[src/rtl/cda_pkg.sv]
package cda_pkg;

  // Operation codes carried in the func field.
  localparam logic [1:0] FUNC_SET     = 2'd0;
  localparam logic [1:0] FUNC_ADVANCE = 2'd1;
  localparam logic [1:0] FUNC_COMPARE = 2'd2;

  // Date after reset and calendar constants.
  localparam logic [3:0]  RESET_MONTH = 4'd1;
  localparam logic [4:0]  RESET_DAY   = 5'd1;
  localparam logic [15:0] RESET_YEAR  = 16'd1900;
  localparam logic [3:0]  JANUARY     = 4'd1;
  localparam logic [3:0]  DECEMBER    = 4'd12;
  localparam logic [4:0]  LEAP_FEB    = 5'd29;

  // Year / 100 is estimated as (year * 655) >> 16, which is low by at most one.
  localparam logic [9:0]  RECIP_100   = 10'd655;
  localparam logic [16:0] CENTURY     = 17'd100;

  // Command transaction.
  typedef struct packed {
    logic [1:0]  func;
    logic [3:0]  in_month;
    logic [4:0]  in_day;
    logic [15:0] in_year;
    logic [15:0] add_days;
  } cmd_t;

  // Result transaction.
  typedef struct packed {
    logic [3:0]  out_month;
    logic [4:0]  out_day;
    logic [15:0] out_year;
    logic        rejected;
    logic        is_earlier;
    logic        year_wrapped;
  } rsp_t;

  // Length of a month; zero for a month code outside 1 to 12.
  function automatic logic [4:0] days_of(input logic [3:0] month, input logic leap);
    logic [4:0] len;
    case (month) inside
      4'd1, 4'd3, 4'd5, 4'd7, 4'd8, 4'd10, 4'd12: len = 5'd31;
      4'd4, 4'd6, 4'd9, 4'd11:                    len = 5'd30;
      4'd2:                                       len = leap ? LEAP_FEB : 5'd28;
      default:                                    len = 5'd0;
    endcase
    return len;
  endfunction

endpackage

[src/rtl/cda_cmd_if.sv]
interface cda_cmd_if;
  import cda_pkg::*;

  logic valid;
  logic ready;
  cmd_t data;

  modport source (output valid, output data, input ready);
  modport sink (input valid, input data, output ready);
endinterface

[src/rtl/cda_rsp_if.sv]
interface cda_rsp_if;
  import cda_pkg::*;

  logic valid;
  logic ready;
  rsp_t data;

  modport source (output valid, output data, input ready);
  modport sink (input valid, input data, output ready);
endinterface

[src/rtl/calendar_date_advance.sv]
// Calendar date register. It holds one Gregorian date, 1900-01-01 after reset, and
// answers every command transaction with exactly one result transaction carrying the
// stored date. The command port is ready only while no command is being worked on;
// a finished result sits in an output register, so a new command may be taken while
// the previous result still waits. A set passes through S_MUL, S_MOD and S_CHECK, a
// compare through S_CMP, and an unused code goes straight to S_FINISH. An advance
// passes through S_MUL and S_MOD, then loops in S_STEP over each month boundary
// crossed, going back through S_MUL and S_MOD at each year boundary. A result that
// finishes while the previous one is still held by a stalled receiver waits for that
// stall to end. The month-rollover loop moves one month per cycle through a single
// shared subtractor, except at a year boundary, where it waits on the registered
// leap-year unit, which is consulted once per new year.
module calendar_date_advance (
  input logic     clk,
  input logic     rst,
  cda_cmd_if.sink   cmd,
  cda_rsp_if.source rsp
);
  import cda_pkg::*;

  typedef enum logic [6:0] {
    S_IDLE   = 7'b0000001,
    S_MUL    = 7'b0000010,
    S_MOD    = 7'b0000100,
    S_CHECK  = 7'b0001000,
    S_STEP   = 7'b0010000,
    S_CMP    = 7'b0100000,
    S_FINISH = 7'b1000000
  } state_t;

  state_t      state;
  logic [3:0]  cur_month;
  logic [4:0]  cur_day;
  logic [15:0] cur_year;
  logic [1:0]  func;
  logic [3:0]  in_month;
  logic [4:0]  in_day;
  logic [15:0] in_year;
  logic [16:0] day_acc;
  logic        rejected;
  logic        is_earlier;
  logic        year_wrapped;
  logic        rsp_valid;
  rsp_t        rsp_data;

  logic [15:0] leap_year;
  logic        leap;
  logic [3:0]  len_month;
  logic [4:0]  len;
  logic [24:0] alu_a;
  logic [24:0] alu_b;
  logic [24:0] alu_diff;
  logic        alu_borrow;
  logic        alu_gt;
  logic        rsp_load;

  // Leap-year unit works on the year under test.
  assign leap_year = (func == FUNC_SET) ? in_year : cur_year;

  cda_leap u_leap (
    .clk  (clk),
    .year (leap_year),
    .leap (leap)
  );

  // Month length for the month being checked or stepped.
  assign len_month = state[3] ? in_month : cur_month;
  assign len       = days_of(len_month, leap);

  // Shared subtractor: day against month length, or whole date against given date.
  always_comb begin
    unique case (state)
      S_CMP: begin
        alu_a = {cur_year, cur_month, cur_day};
        alu_b = {in_year, in_month, in_day};
      end
      S_CHECK: begin
        alu_a = {20'd0, in_day};
        alu_b = {20'd0, len};
      end
      S_STEP: begin
        alu_a = {8'd0, day_acc};
        alu_b = {20'd0, len};
      end
      default: begin
        alu_a = 25'd0;
        alu_b = 25'd0;
      end
    endcase
    {alu_borrow, alu_diff} = {1'b0, alu_a} - {1'b0, alu_b};
    alu_gt = !alu_borrow && (alu_diff != 25'd0);
  end

  // The output register takes the result when it is empty or being drained.
  assign rsp_load = (state == S_FINISH) && (!rsp_valid || rsp.ready);

  // Sequencer and date state.
  always_ff @(posedge clk) begin
    if (rst) begin
      state     <= S_IDLE;
      cur_month <= RESET_MONTH;
      cur_day   <= RESET_DAY;
      cur_year  <= RESET_YEAR;
    end else begin
      unique case (state)
        S_IDLE: begin
          if (cmd.valid) begin
            func         <= cmd.data.func;
            in_month     <= cmd.data.in_month;
            in_day       <= cmd.data.in_day;
            in_year      <= cmd.data.in_year;
            day_acc      <= {12'd0, cur_day} + {1'b0, cmd.data.add_days};
            rejected     <= 1'b0;
            is_earlier   <= 1'b0;
            year_wrapped <= 1'b0;
            case (cmd.data.func) inside
              FUNC_SET, FUNC_ADVANCE: state <= S_MUL;
              FUNC_COMPARE:           state <= S_CMP;
              default:                state <= S_FINISH;
            endcase
          end
        end
        S_MUL: begin
          state <= S_MOD;
        end
        S_MOD: begin
          state <= (func == FUNC_SET) ? S_CHECK : S_STEP;
        end
        S_CHECK: begin
          if ((in_day == 5'd0) || (in_month < JANUARY) || (in_month > DECEMBER) || alu_gt) begin
            rejected <= 1'b1;
          end else begin
            cur_month <= in_month;
            cur_day   <= in_day;
            cur_year  <= in_year;
          end
          state <= S_FINISH;
        end
        S_STEP: begin
          // Consume one whole month while the day count runs past its end.
          if (alu_gt) begin
            day_acc <= alu_diff[16:0];
            if (cur_month == DECEMBER) begin
              cur_month <= JANUARY;
              if (cur_year == 16'hFFFF) begin
                cur_year     <= 16'd0;
                year_wrapped <= 1'b1;
              end else begin
                cur_year <= cur_year + 16'd1;
              end
              state <= S_MUL;
            end else begin
              cur_month <= cur_month + 4'd1;
            end
          end else begin
            cur_day <= day_acc[4:0];
            state   <= S_FINISH;
          end
        end
        S_CMP: begin
          is_earlier <= alu_borrow;
          state      <= S_FINISH;
        end
        S_FINISH: begin
          if (rsp_load) begin
            state <= S_IDLE;
          end
        end
        default: begin
          state <= S_IDLE;
        end
      endcase
    end
  end

  // Result register.
  always_ff @(posedge clk) begin
    if (rst) begin
      rsp_valid <= 1'b0;
    end else if (rsp_load) begin
      rsp_valid <= 1'b1;
    end else if (rsp.ready) begin
      rsp_valid <= 1'b0;
    end
  end

  always_ff @(posedge clk) begin
    if (rsp_load) begin
      rsp_data <= '{out_month:    cur_month,
                    out_day:      cur_day,
                    out_year:     cur_year,
                    rejected:     rejected,
                    is_earlier:   is_earlier,
                    year_wrapped: year_wrapped};
    end
  end

  assign cmd.ready = (state == S_IDLE);
  assign rsp.valid = rsp_valid;
  assign rsp.data  = rsp_data;

endmodule

[src/rtl/cda_leap.sv]
module cda_leap (
  input  logic        clk,
  input  logic [15:0] year,
  output logic        leap
);
  import cda_pkg::*;

  logic [25:0] prod;
  logic [15:0] year_q;
  logic [9:0]  q_est;
  logic [16:0] hund;
  logic [16:0] rem_est;
  logic        rem_over;
  logic [16:0] rem;
  logic [9:0]  quot;
  logic        leap_next;

  // First stage: reciprocal multiply for the century count.
  always_ff @(posedge clk) begin
    prod   <= {10'd0, year} * {16'd0, RECIP_100};
    year_q <= year;
  end

  // Second stage: remainder by 100 with one correction step, then the 4/100/400 rule.
  always_comb begin
    q_est     = prod[25:16];
    hund      = {1'b0, q_est, 6'd0} + {2'b0, q_est, 5'd0} + {5'b0, q_est, 2'd0};
    rem_est   = {1'b0, year_q} - hund;
    rem_over  = (rem_est >= CENTURY);
    rem       = rem_over ? (rem_est - CENTURY) : rem_est;
    quot      = q_est + {9'd0, rem_over};
    leap_next = (year_q[1:0] == 2'd0) && ((rem != 17'd0) || (quot[1:0] == 2'd0));
  end

  always_ff @(posedge clk) begin
    leap <= leap_next;
  end

endmodule

[src/flat_wrapper.sv]
// flat-port wrapper written by rule: the top's interface ports become plain ports
module calendar_date_advance_flat import cda_pkg::*;
  (clk, rst, cmd_valid, cmd_data, cmd_ready, rsp_valid, rsp_data, rsp_ready);
  cda_cmd_if cmd_i ();
  cda_rsp_if rsp_i ();
  input logic clk;
  input logic rst;
  input wire logic [$bits(cmd_i.valid)-1:0] cmd_valid;
  input wire logic [$bits(cmd_i.data)-1:0] cmd_data;
  output wire logic [$bits(cmd_i.ready)-1:0] cmd_ready;
  output wire logic [$bits(rsp_i.valid)-1:0] rsp_valid;
  output wire logic [$bits(rsp_i.data)-1:0] rsp_data;
  input wire logic [$bits(rsp_i.ready)-1:0] rsp_ready;
  assign cmd_i.valid = cmd_valid;
  assign cmd_i.data = cmd_data;
  assign cmd_ready = cmd_i.ready;
  assign rsp_valid = rsp_i.valid;
  assign rsp_data = rsp_i.data;
  assign rsp_i.ready = rsp_ready;
  calendar_date_advance u_core (.clk(clk), .rst(rst), .cmd(cmd_i), .rsp(rsp_i));
endmodule
[config.mk]
export PLATFORM = sky130hd
export DESIGN_NAME = calendar_date_advance_flat
export DESIGN_NICKNAME = d
export VERILOG_FILES = /design/src/rtl/cda_pkg.sv /design/src/rtl/cda_cmd_if.sv /design/src/rtl/cda_rsp_if.sv /design/src/rtl/calendar_date_advance.sv /design/src/rtl/cda_leap.sv /design/src/flat_wrapper.sv
export SDC_FILE = /design/constraint.sdc
export NUM_CORES = 1
export LEC_CHECK = 0
export ABC_AREA = 1
export ABC_CLOCK_PERIOD_IN_PS = 7310
export BUFFER_PORTS_ARGS = -buffer_cell sky130_fd_sc_hd__buf_4
export CAP_MARGIN = 40
export CORE_ASPECT_RATIO = 1.75
export CORE_UTILIZATION = 44
export CTS_BUF_LIST = sky130_fd_sc_hd__clkbuf_2 sky130_fd_sc_hd__clkbuf_4 sky130_fd_sc_hd__clkbuf_8
export DETAILED_ROUTE_END_ITERATION = 10
export SLEW_MARGIN = 10
export SYNTH_ARGS = -nofsm -noshare
export SYNTH_HDL_FRONTEND = slang
export SYNTH_SLANG_ARGS = --single-unit
[constraint.sdc]
create_clock -name clk -period 7.31 [get_ports clk]
set_input_delay 1.0965 -clock clk [delete_from_list [all_inputs] [get_ports clk]]
set_output_delay 1.0965 -clock clk [all_outputs]
set_load 0.05 [all_outputs]
After elaboration in Yosys (flattened, before gate mapping):

Index checks and enable logic that the tools add are counted.
Widths: inputs -> output; s select.

* register bits: 151
* input bits: 47
* output and inout bits: 30
* logic and storage cells: 146

* reduce and logical (&&, ||, !) cells: 36
* multiplexer cells: 42
* bitwise gates (word level): 1
* multipliers: 1
* $lt $le $gt $ge: 3
* add/subtract/negate cells: 9
* equal/unequal tests: 32

Operator list (count)
* $mux 16: 5
* $pmux 25 s3: 1
* $mux 17: 3
* $pmux 25 s2: 1
* $mux 7: 6
* $pmux 7 s6: 1
* $pmux 17 s2: 1
* $pmux 16 s2: 1
* $mux 5: 6
* $mul 16x10->26 const B: 1
* $sub 25x25->26: 1
* $reduce_bool 25->1: 1
* $eq 4x4->1 const B: 6
* $add 16x15->17: 1
* $add 17x12->17: 1
* $add 5x16->17: 1
* $ge 17x7->1 const B: 1
* $reduce_bool 17->1: 1
* $sub 16x17->17: 1
* $sub 17x7->17 const B: 1
* $add 16x1->16 const B: 1
* $eq 16x16->1 const B: 1
* $eq 4x3->1 const B: 4
* $mux 4: 4
* other kinds (35): 73

Logic depth before layout (Yosys ltp):

* depth in word-level cells: 12
* depth in mapped cells: 35
* depth with buffers taken out: 33

Hierarchy:

From an unflattened synthesis, not the netlist that was laid out.

* cells, all modules: 1797
* area, all modules: 13255.2 um2

Modules (own cells, without submodules)
* calendar_date_advance: sequential area each 2912.8 um2, area an instance 7536.0 um2, instances 1, cells an instance 1070
* cda_leap: sequential area each 540.5 um2, area an instance 5719.2 um2, instances 1, cells an instance 727

Worst setup path before layout:

Ideal clock, no wire load.

* kind: reg2reg
* start: register u_core.cur_year[11]
* end: register u_core.u_leap.prod[24]
* period minus slack after synthesis: 5.288 ns
* required time: 7.191 ns
* arrival: 5.169 ns
* library setup time: 0.119 ns
* buffers on the path: 1
* path slack: 2.022 ns
* cell stages (with the launch flop): 20
* path through: dfxtp_1 -> clkbuf_1 -> inv_1 -> o21ai_0 -> fa_1 -> ha_1 -> fa_1 -> fa_1 -> fa_1 -> ha_1 -> a21oi_1 -> o21ai_0 -> a21oi_1 -> inv_1 -> a21oi_1 -> nor2_1 -> nor2_1 -> o21ai_0 -> a21o_1 -> xor2_1

* word-level cells in the longest chain between the ends: 2

Ends and longest elaborated chain
* start: declaration: line calendar_date_advance.sv:34 `logic [15:0] cur_year;`
* start signal: assignment: line calendar_date_advance.sv:135 `cur_year <= in_year;`
* start signal: assignment: line calendar_date_advance.sv:149 `cur_year <= cur_year + 16'd1;`
* $mux 16: line calendar_date_advance.sv:58 `assign leap_year = (func == FUNC_SET) ? in_year : cur_year;`
* via u_core.leap_year[11]: line calendar_date_advance.sv:46 `logic [15:0] leap_year;`
* $mul 16x10->26: line cda_leap.sv:20 `prod <= {10'd0, year} * {16'd0, RECIP_100};`
* end signal: assignment: line cda_leap.sv:20
* end: declaration: line cda_leap.sv:8 `logic [25:0] prod;`

The timed path passes the listed nets, and every way through them passes these cells.
A chain may end at the register's enable or synchronous reset.

Worst setup path after layout:

* start: register u_core.func[1]
* end: register u_core.u_leap.prod[24]

* word-level cells in the longest chain between the ends: 3

Ends and longest elaborated chain
* start: declaration: line calendar_date_advance.sv:35 `logic [1:0] func;`
* start signal: assignment: line calendar_date_advance.sv:108 `func <= cmd.data.func;`
* $logic_not 2->1: line calendar_date_advance.sv:58
* $mux 16: line calendar_date_advance.sv:58
* via u_core.leap_year[5]: line calendar_date_advance.sv:46
* $mul 16x10->26: line cda_leap.sv:20

The timed path passes the listed nets, and every way through them passes these cells.

==> flow_metrics.tcl <==
set metrics [dict create \
    outcome "finished, final reports clean" \
    fmax_mhz 166 \
    synth.area.top_cells "edfxtp_1 18%, ha_1 16%, nand2_1 12%, fa_1 10%, dfxtp_1 9.5%" \
    critical_path_arrival_ps 6450 \
    ys_ff_latch 135 \
    postCtsSetupRepairBufs 0 \
    whs_ps 429 \
    drive_gt1_frac 0.0958 \
    floorplan.initialDensity 0.448 \
    worst_slew_pin_slew_ps 815 \
    cts_tree "done" \
    areaGrowthSynthToFinish_pct 12.1 \
    yosysSeqAreaShare 0.274 \
    highest_layer "met4" \
    final.setup.tns_ps 0 \
    critPathMaxFanout 24 \
    worstSetupPathType "reg2reg" \
    finalHoldViolCount 0 \
    netlist_area_sq_um 12600 \
    drtIter0Drc 452 \
    grt_start_max_net_pins 58 \
    p_per_area_nw_per_um2 392 \
    wl_per_cell_um 16.7 \
    wirelength_um 35700 \
    portBuffers 76 \
    cts_hold_buf 0 \
    synthArstFlopShare 0 \
    clk_pin_slew_ps 100 \
    io_pins 77 \
    period_share 0.824 \
    worstSetupStartpoint "u_core.func[1]$_DFFE_PP_" \
    ant_nets 0 \
    overflow 0 \
    cts_resized 0 \
    yosysMostFrequentCell "nand2_1" \
    die_area_sq_um 29300 \
    finClkSkew_ps 16.4 \
    fin_area_sq_um 14100 \
    die_h_um 226 \
    wl_met1_um 12100 \
    filler_cell_count 2826 \
    grt_pass1_wl_um 56500 \
    placed_cell_area_sq_um 13700 \
    met3_length_um 934 \
    ir_drop_uv 652 \
    drc 0 \
    design.core.area_sq_um 28100 \
    antenna_cells 0 \
    synth-main-ff-cell "edfxtp_1" \
    leakagePower_uw 0.00729 \
    fin_util 0.502 \
    synth_common_cells "405 x nand2_1, 299 x inv_1, 159 x nor2_1" \
    drt_pre_antenna_iters 6 \
    syn_area_per_cell_sq_um 7.56 \
    min_path_type "reg2reg" \
    synth_edf_count 75 \
    grtUsageTotal 0.260 \
    clockBufferDepth 2 \
    synth_top_area_frac 0.179 \
    cp-end-kind "flip-flop" \
    numClockSinks 135 \
    grt_pass1_vias 11400 \
    worstSetupStartpointType "flip-flop" \
    die-width_um 130 \
    r2r_start "u_core.func[1]$_DFFE_PP_" \
    insertion_delay_ps 510 \
    place_congestion 0.926 \
    routed_via_density 5.18 \
    drv_cap 0 \
    nets 2020 \
    yosys.area.top_type "edfxtp_1" \
    htreeDepth 4 \
    rows 81 \
    synth.yosys.warnings 0 \
    synth_nets 1933 \
    syn_inst 1665 \
    post-dp-hpwl_um 29200 \
    root_buffer "clkbuf_8" \
    layout_min_cycle_time_ps 6020 \
    required_ps 7740 \
    yosysUniqueCellTypes 48 \
    cts_buffers 17 \
    setup_viol 0 \
    drv_slew 0 \
    max_slew_margin 0.456 \
    antenna_found_initial 0 \
    hold_start "u_core.rejected$_DFFE_PP_" \
    route.met2.wl_um 20300 \
    vias 11100 \
    rsz0062_at_grt "false" \
]
kinds of logic (layout without fill, tap and decap cells):
logic type	count (synthesis)	count (layout)	share of synthesized area
fa+ha+maj	221	221	0.259
simple gates	729	729	0.245
flops	135	135	0.274
xor+xnor	46	46	0.0326
compound gates	198	198	0.0878
buf+inv	336	436	0.101
path summary, 6_finish.rpt:
path / depth (start not counted) / slack [ps] / to
setup reg to reg: 20 / 1290 / u_core.u_leap.prod[24]$_DFF_P_
setup / recovery: 20 / 1290 / u_core.u_leap.prod[24]$_DFF_P_
hold reg to reg: 0 / 430 / u_core.rsp.data[2]$_DFFE_PP_
hold / removal: 0 / 430 / u_core.rsp.data[2]$_DFFE_PP_
state kept, by name (all words and copies together), names as in the netlist:
name	count
u_core.rsp.data	28
u_core.day_acc	17
u_core.cur_year	16
u_core.in_year	16
u_core.u_leap.year_q	16
u_core.u_leap.prod	10
u_core.state	7
u_core.cur_day	5
u_core.in_day	5
u_core.cur_month	4
u_core.in_month	4
u_core.func	2
u_core.is_earlier	1
u_core.rejected	1
u_core.rsp.valid	1
u_core.u_leap.leap	1
u_core.year_wrapped	1
layout make-up:
type | count | area (sq um) | area share
Multi-Input combinational cell | 1194 | 7870 | 0.558
Clock inverter | 14 | 175 | 0.0124
Inverter | 309 | 1160 | 0.0822
Timing Repair Buffer | 95 | 736 | 0.0522
Tap cell | 373 | 467 | 0.0331
Clock buffer | 18 | 248 | 0.0176
Sequential cell | 135 | 3450 | 0.245
power by group:
part / switching (uW) / internal (uW)
Clock: 367 / 328
Combinational: 2580 / 1340
Sequential: 45.6 / 871
metal layers:
layer | global-route usage | up-vias
li1 | - | 5529
met1 | 0.230 | 5151
met2 | 0.516 | 267
met3 | 0.0355 | 118
met4 | 0.188 | 0
met5 | 0 | -
critical path, stage by stage (launching register included):
cell and delay [ps]:
edfxtp_1 410, nor2_2 660, nand2_1 100, o21ai_0 260
inv_1 290, fa_1 530, ha_1 310, ha_1 280
inv_1 50, fa_1 490, fa_1 520, inv_1 50
ha_1 320, o211ai_1 90, o21ai_0 490, a21oi_1 260
nor2_1 150, nor2_1 70, o21ai_0 280, a21o_1 170
xor2_1 140
layout by cell type, fill, tap and decap left out, drive strengths merged, types with 2 or more instances in the layout:
master  synthesis  final
ha            156    156
inv           307    316
xnor2           9      9
a21o            2      2
dfxtp          60     60
clkbuf         20     18
a21oi          77     77
nand3b          3      3
nor2          166    166
nand2         416    416
o22ai           7      7
o221ai          4      4
o31ai           5      5
fa             65     65
buf             7     94
a31oi           6      6
o21bai          4      4
a211oi          2      2
nand4          30     30
edfxtp         75     75
nor4            9      9
o211ai          3      3
bufinv          0      2
nor3           20     20
o21ai          84     84
clkinv          2      5
nand3          82     82
xor2           37     37
through the flow:
step	instances	power (uW)	worst slack, ps
3_3_place_gp	2104	4710	1560
5_1_grt	2138	6120	869
4_1_cts	2138	5490	1330
2_1_floorplan	1665	3820	2020
6_report	2138	5530	1290
3_5_place_dp	2106	4780	1370
(Power assumes the default switching activity.)
